<file path="src/rtl/u1pg_pkg.sv">
// shared types, constants and helper functions of the u1 plaquette gauge force core
// no dependencies
package u1pg_pkg;

   // lattice geometry
   localparam int LATTICE_X  = 16;
   localparam int LATTICE_Y  = 16;
   localparam int XW         = $clog2(LATTICE_X);
   localparam int YW         = $clog2(LATTICE_Y);
   localparam int LINK_DEPTH = LATTICE_X * LATTICE_Y * 2;
   localparam int LINK_AW    = $clog2(LINK_DEPTH);

   // port field widths
   localparam int SITE_W    = 4;
   localparam int LINK_W    = 16;
   localparam int WORD_W    = 2 * LINK_W;
   localparam int BETA_W    = 16;
   localparam int FORCE_W   = 32;

   // datapath widths: components stay within +-8 in q.15, diff within +-16
   localparam int CW        = 24;
   localparam int BW        = LINK_W + 1;
   localparam int PW        = CW + BW;
   localparam int ACCW      = PW + 1;
   localparam int LINK_FRAC = 15;
   localparam int FORCE_SH  = 7;

   localparam logic signed [ACCW-1:0] HALF_LINK  = ACCW'(2 ** (LINK_FRAC - 1));
   localparam logic signed [ACCW-1:0] HALF_FORCE = ACCW'(2 ** (FORCE_SH - 1));

   localparam logic [BETA_W-1:0] BETA_RESET = BETA_W'(256);

   // command codes
   localparam logic CMD_WRITE = 1'b0;
   localparam logic CMD_READ  = 1'b1;

   // link directions
   localparam logic DIR_X = 1'b0;
   localparam logic DIR_Y = 1'b1;

   typedef enum logic [3:0] {
      S_IDLE,
      S_FETCH,
      S_LOAD,
      S_RR,
      S_II,
      S_RI,
      S_IR,
      S_RND,
      S_DIFF,
      S_BETA,
      S_DONE
   } seq_state_type;

   typedef enum logic [3:0] {
      OP_NONE,
      OP_LOAD_T,
      OP_RR,
      OP_II_SUB,
      OP_RI,
      OP_IR_ADD,
      OP_ROUND_T,
      OP_DIFF_FIRST,
      OP_DIFF_SUB,
      OP_BETA
   } mac_op_type;

   typedef struct packed {
      mac_op_type op;
      logic       conj;
   } mac_ctrl_type;

   function automatic logic [XW-1:0] reduce_x(input logic [SITE_W-1:0] v);
      int t;
      t = int'(v);
      if (t >= LATTICE_X) t = t - LATTICE_X;
      return XW'(t);
   endfunction

   function automatic logic [YW-1:0] reduce_y(input logic [SITE_W-1:0] v);
      int t;
      t = int'(v);
      if (t >= LATTICE_Y) t = t - LATTICE_Y;
      return YW'(t);
   endfunction

   function automatic logic [XW-1:0] inc_x(input logic [XW-1:0] v);
      return (v == XW'(LATTICE_X - 1)) ? '0 : v + 1'b1;
   endfunction

   function automatic logic [XW-1:0] dec_x(input logic [XW-1:0] v);
      return (v == '0) ? XW'(LATTICE_X - 1) : v - 1'b1;
   endfunction

   function automatic logic [YW-1:0] inc_y(input logic [YW-1:0] v);
      return (v == YW'(LATTICE_Y - 1)) ? '0 : v + 1'b1;
   endfunction

   function automatic logic [YW-1:0] dec_y(input logic [YW-1:0] v);
      return (v == '0) ? YW'(LATTICE_Y - 1) : v - 1'b1;
   endfunction

   // site-major, y next, direction last
   function automatic logic [LINK_AW-1:0] link_addr(input logic [XW-1:0] x,
                                                    input logic [YW-1:0] y,
                                                    input logic          dir);
      return LINK_AW'((int'(x) * LATTICE_Y + int'(y)) * 2 + int'(dir));
   endfunction

endpackage

</file>
<file path="src/rtl/u1pg_mac_unit.sv">
// shared complex multiply-accumulate unit with running plaquette and difference
// depends on u1pg_pkg
module u1pg_mac_unit
   import u1pg_pkg::*;
(
   input  logic                      clock,
   input  mac_ctrl_type              ctrl,
   input  logic [WORD_W-1:0]         link_word,
   input  logic [BETA_W-1:0]         beta,
   output logic signed [FORCE_W-1:0] force_value
);

   logic signed [CW-1:0]   t_re_ff, t_re_in;
   logic signed [CW-1:0]   t_im_ff, t_im_in;
   logic signed [CW-1:0]   re_hold_ff, re_hold_in;
   logic signed [CW-1:0]   diff_ff, diff_in;
   logic signed [ACCW-1:0] acc_ff, acc_in;

   logic signed [LINK_W-1:0] l_re, l_im;
   logic signed [BW-1:0]     b_re, b_im;
   logic signed [CW-1:0]     ma;
   logic signed [BW-1:0]     mb;
   logic signed [PW-1:0]     prod;
   logic signed [ACCW-1:0]   prod_ext;
   logic signed [ACCW-1:0]   rnd_sum, rnd_sh;
   logic signed [ACCW-1:0]   f_sum, f_sh;
   logic signed [CW-1:0]     rnd15;

   assign l_re = link_word[WORD_W-1:LINK_W];
   assign l_im = link_word[LINK_W-1:0];
   assign b_re = {l_re[LINK_W-1], l_re};
   assign b_im = ctrl.conj ? -{l_im[LINK_W-1], l_im} : {l_im[LINK_W-1], l_im};

   // operand select for the one multiplier
   always_comb begin
      unique case (ctrl.op)
         OP_RR:     begin ma = t_re_ff; mb = b_re; end
         OP_II_SUB: begin ma = t_im_ff; mb = b_im; end
         OP_RI:     begin ma = t_re_ff; mb = b_im; end
         OP_IR_ADD: begin ma = t_im_ff; mb = b_re; end
         OP_BETA:   begin ma = diff_ff; mb = signed'({1'b0, beta}); end
         default:   begin ma = t_re_ff; mb = b_re; end
      endcase
   end

   assign prod     = ma * mb;
   assign prod_ext = {prod[PW-1], prod};

   // round half up back to 15 fraction bits
   assign rnd_sum = acc_ff + HALF_LINK;
   assign rnd_sh  = rnd_sum >>> LINK_FRAC;
   assign rnd15   = rnd_sh[CW-1:0];

   // q.15 times q8.8 down to q.16
   assign f_sum       = acc_ff + HALF_FORCE;
   assign f_sh        = f_sum >>> FORCE_SH;
   assign force_value = f_sh[FORCE_W-1:0];

   always_comb begin
      acc_in     = acc_ff;
      t_re_in    = t_re_ff;
      t_im_in    = t_im_ff;
      re_hold_in = re_hold_ff;
      diff_in    = diff_ff;
      unique case (ctrl.op)
         OP_LOAD_T: begin
            t_re_in = {{(CW-LINK_W){l_re[LINK_W-1]}}, l_re};
            t_im_in = {{(CW-LINK_W){l_im[LINK_W-1]}}, l_im};
         end
         OP_RR:     acc_in = prod_ext;
         OP_II_SUB: acc_in = acc_ff - prod_ext;
         OP_RI: begin
            re_hold_in = rnd15;
            acc_in     = prod_ext;
         end
         OP_IR_ADD: acc_in = acc_ff + prod_ext;
         OP_ROUND_T: begin
            t_re_in = re_hold_ff;
            t_im_in = rnd15;
         end
         OP_DIFF_FIRST: diff_in = t_im_ff;
         OP_DIFF_SUB:   diff_in = diff_ff - t_im_ff;
         OP_BETA:       acc_in  = prod_ext;
         default: begin
         end
      endcase
   end

   always_ff @(posedge clock) begin
      acc_ff     <= acc_in;
      t_re_ff    <= t_re_in;
      t_im_ff    <= t_im_in;
      re_hold_ff <= re_hold_in;
      diff_ff    <= diff_in;
   end

endmodule

</file>
<file path="config.mk">
export PLATFORM = sky130hd
export DESIGN_NAME = u1pg_mac_unit
export DESIGN_NICKNAME = d
export VERILOG_FILES = /design/src/rtl/u1pg_pkg.sv /design/src/rtl/u1pg_mac_unit.sv
export SDC_FILE = /design/constraint.sdc
export NUM_CORES = 2
export LEC_CHECK = 0
export BUFFER_PORTS_ARGS = -buffer_cell sky130_fd_sc_hd__buf_4
export CORE_MARGIN = 2
export CORE_UTILIZATION = 30
export DETAILED_ROUTE_END_ITERATION = 8
export GPL_ROUTABILITY_DRIVEN = 0
export MAX_ROUTING_LAYER = met4
export PLACE_DENSITY = 0.49
export SETUP_SLACK_MARGIN = 0.1
export SYNTH_ARGS = -nofsm -noshare
export SYNTH_HDL_FRONTEND = slang
export SYNTH_SLANG_ARGS = --single-unit
export TNS_END_PERCENT = 20
</file>
<file path="constraint.sdc">
create_clock -name clock -period 35.6 [get_ports clock]
set_input_delay 3.56 -clock clock [delete_from_list [all_inputs] [get_ports clock]]
set_output_delay 3.56 -clock clock [all_outputs]
set_load 0.1 [all_outputs]
</file>
==> run_results.csv <==
group,metric,value,unit
logic_synthesis,yosys_warnings,0,
clocking,cts_tree,"done",
worst_setup_path,slowest_delay,1.22,ns
clocking,cts_setup_buffers,0,
global_route,overflow,0,
logic_synthesis,async_flop_share,0,
logic_synthesis,postSynthAreaPerCell,8.83,sq um
layout,final_core_util,0.336,
timing,post-route-period-util,0.474,
layout,final_common_cell,"inv_1",
logic_synthesis,ys_ff_latch,135,
logic_synthesis,synth_compound_area_frac,0.123,
layout,nNetsFinal,3534,
floorplanning,die_area,86800,sq um
logic_synthesis,seq_area_frac_synth,0.160,
layout,multi_input_area,19100,sq um
logic_synthesis,synth-simple-area-share,0.152,
worst_setup_path,cp_common_cell,"fa_1",
drt,num_vias,20500,
layout,nFillCells,8805,
drt,drt-initial-drc-count,1845,
place,io_buffers,85,
global_route,track_usage,0.213,
drt,routed_wl,87.1,mm
timing,period_needed,16.88,ns
worst_setup_path,cp-start-kind,"input pin",
global_route,grt_pass1_vias,20800,
worst_setup_path,critical_path_peak_fanout,46,
floorplanning,die_h,295,um
logic_synthesis,yosys.area_share.adder,0.388,
worst_setup_path,critPathRequiredTime,35.80,ns
logic_synthesis,synth_mux_area_frac,0.0177,
clocking,cts_sinks,135,
clocking,htree_levels,4,
global_route,grt_pass1_wl,134,mm
floorplanning,pin_count,86,
place,dpl.hpwl,70.4,mm
clocking,clk_latency,0.45,ns
logic_synthesis,syn_inst,2869,
logic_synthesis,ys.flop_type,"edfxtp_1",
logic_synthesis,ys_types,76,
worst_setup_path,worstSetupPathType,"input pin to flop",
timing,tightest_slew,1.43,ns
drt,avgRoutedWirePerCell,21.4,um
logic_synthesis,synthXorXnorAreaFrac,0.0678,
hold_path,hp-class,"flop to flop",
clocking,clk_pin_slew,0.08,ns
global_route,grt_max_degree,53,
worst_setup_path,worstPathArrival,17.08,ns
logic_synthesis,syn_area,25300,sq um
drt,drc,0,
clocking,cts-hold-fix-buffers,0,
logic_synthesis,synth-edff-count,135,
floorplanning,die_w,295,um
drt,ant_nets,0,
drt,vias_per_cell,5.04,
clocking,clockBufferDepth,2,
layout,drive_gt1_frac,0.0813,
worst_setup_path,end_kind,"flop",
outcome,status,"finished, final reports clean",
logic_synthesis,syn_nets,3476,
timing,final-hold-violation-count,0,
logic_synthesis,synth_top_family_by_area,"adder cells",
layout,diodes,0,
drt,drtPass1Iterations,6,
clocking,tritoncts.num_buffers,17,
timing,grt_setup_unrepaired,"no",
timing,slew_headroom,0.0496,
timing,fmax,0.0592,GHz
layout,final_cell_mix,"512 x inv_1, 389 x fa_1, 380 x nand2_1, 262 x nor2_1, 164 x ha_1",
floorplanning,core_area,83700,sq um
layout,regArea,4050,sq um
floorplanning,start_util,0.303,
clocking,ctsResizeCount,0,
clocking,clock-root-buffer,"clkbuf_16",
timing,fin_tns_setup,0,ns
floorplanning,rows,106,
layout,areaGrowthSynthToFinish,10.8,%
timing,drv_slew,0,
timing,finClkSkew,0.0166,ns
worst_setup_path,critPathSlowestCell,"a221oi_1",
flow_run,drv_cap,0,
global_route,antenna_found_initial,0,
timing,final-setup-viol-count,0,
==> final cells by class <==
cell class	count	area share
Clock buffer	19	0.0154
Multi-Input combinational cell	2123	0.679
Sequential cell	135	0.144
Timing Repair Buffer	136	0.0364
Inverter	514	0.0687
Tap cell	1134	0.0505
Clock inverter	13	0.00535
==> synth_stat cells (all sizes together), types with 20 or more instances <==
| library cell | instances | share of area |
|---|---|---|
| fa | 389 | 0.31 |
| nor2 | 265 | 0.039 |
| inv | 513 | 0.076 |
| nor3 | 31 | 0.0061 |
| edfxtp | 135 | 0.16 |
| a221oi | 37 | 0.013 |
| and3 | 39 | 0.0096 |
| mux2 | 38 | 0.017 |
| xor2 | 72 | 0.025 |
| a221o | 34 | 0.013 |
| o21ai | 123 | 0.024 |
| ha | 164 | 0.081 |
| nand2 | 381 | 0.056 |
| o21a | 20 | 0.0059 |
| a21oi | 93 | 0.018 |
| nand3 | 42 | 0.0085 |
| a21o | 32 | 0.0095 |
| clkbuf | 92 | 0.014 |
| xnor2 | 124 | 0.043 |
==> final timing paths <==
path / start / end / slack [ns] / cells past startpoint
setup reg to reg: diff_ff[10]$_DFFE_PP_ / acc_ff[38]$_DFFE_PP_ / 23.46 / 35
hold / removal: re_hold_ff[18]$_DFFE_PP_ / t_re_ff[18]$_DFFE_PP_ / 0.53 / 2
setup / recovery: ctrl[3] / acc_ff[38]$_DFFE_PP_ / 18.72 / 39
hold reg to reg: re_hold_ff[18]$_DFFE_PP_ / t_re_ff[18]$_DFFE_PP_ / 0.53 / 2
==> logic make-up after synthesis <==
kind of cell,after synthesis
AOI/OAI and AO/OA,461
xor gates and xnor gates,196
adders and majority gates,553
buffers and inverters,611
DFF,135
muxes,40
and+or+nand+nor,873
==> state kept, by name, summed over array words and instances, names as in the netlist <==
name        cells
t_re_ff        24
re_hold_ff     24
diff_ff        24
acc_ff         39
t_im_ff        24
==> critical path: cells and delay by family <==
kind / cells / cell delay (ns)
AND/OR/NAND/NOR: 13 / 3.99
buffers and inverters: 6 / 0.79
AO/OA/AOI/OAI: 9 / 4.10
XOR/XNOR: 3 / 0.67
adder cells (fa/ha/maj): 8 / 3.93
==> routing by layer <==
layer / vias up / global-route usage / wire length [um]
li1: 9459 / - / -
met1: 10300 / 0.310 / 41500
met4: 0 / 0.0394 / 1290
met5: - / - / 0
met3: 63 / 0.0314 / 6270
met2: 670 / 0.314 / 38100
==> per-stage QoR <==
step / hold WS, ns / cell area, sq um / setup WS [ns] / cells
global route: 0.562 / 28100 / 17.75 / 4074
finish: 0.528 / 28100 / 18.72 / 4074
global placement: 0.506 / 27500 / 18.71 / 4042
floorplan: 0.492 / 25300 / 20.95 / 2869
detailed placement: 0.513 / 27500 / 18.56 / 4042
CTS: 0.530 / 28100 / 18.99 / 4074
Power is left out: the tool's default activity adds up to more than one toggle a clock period on the data nets, which glitch-free logic cannot reach.
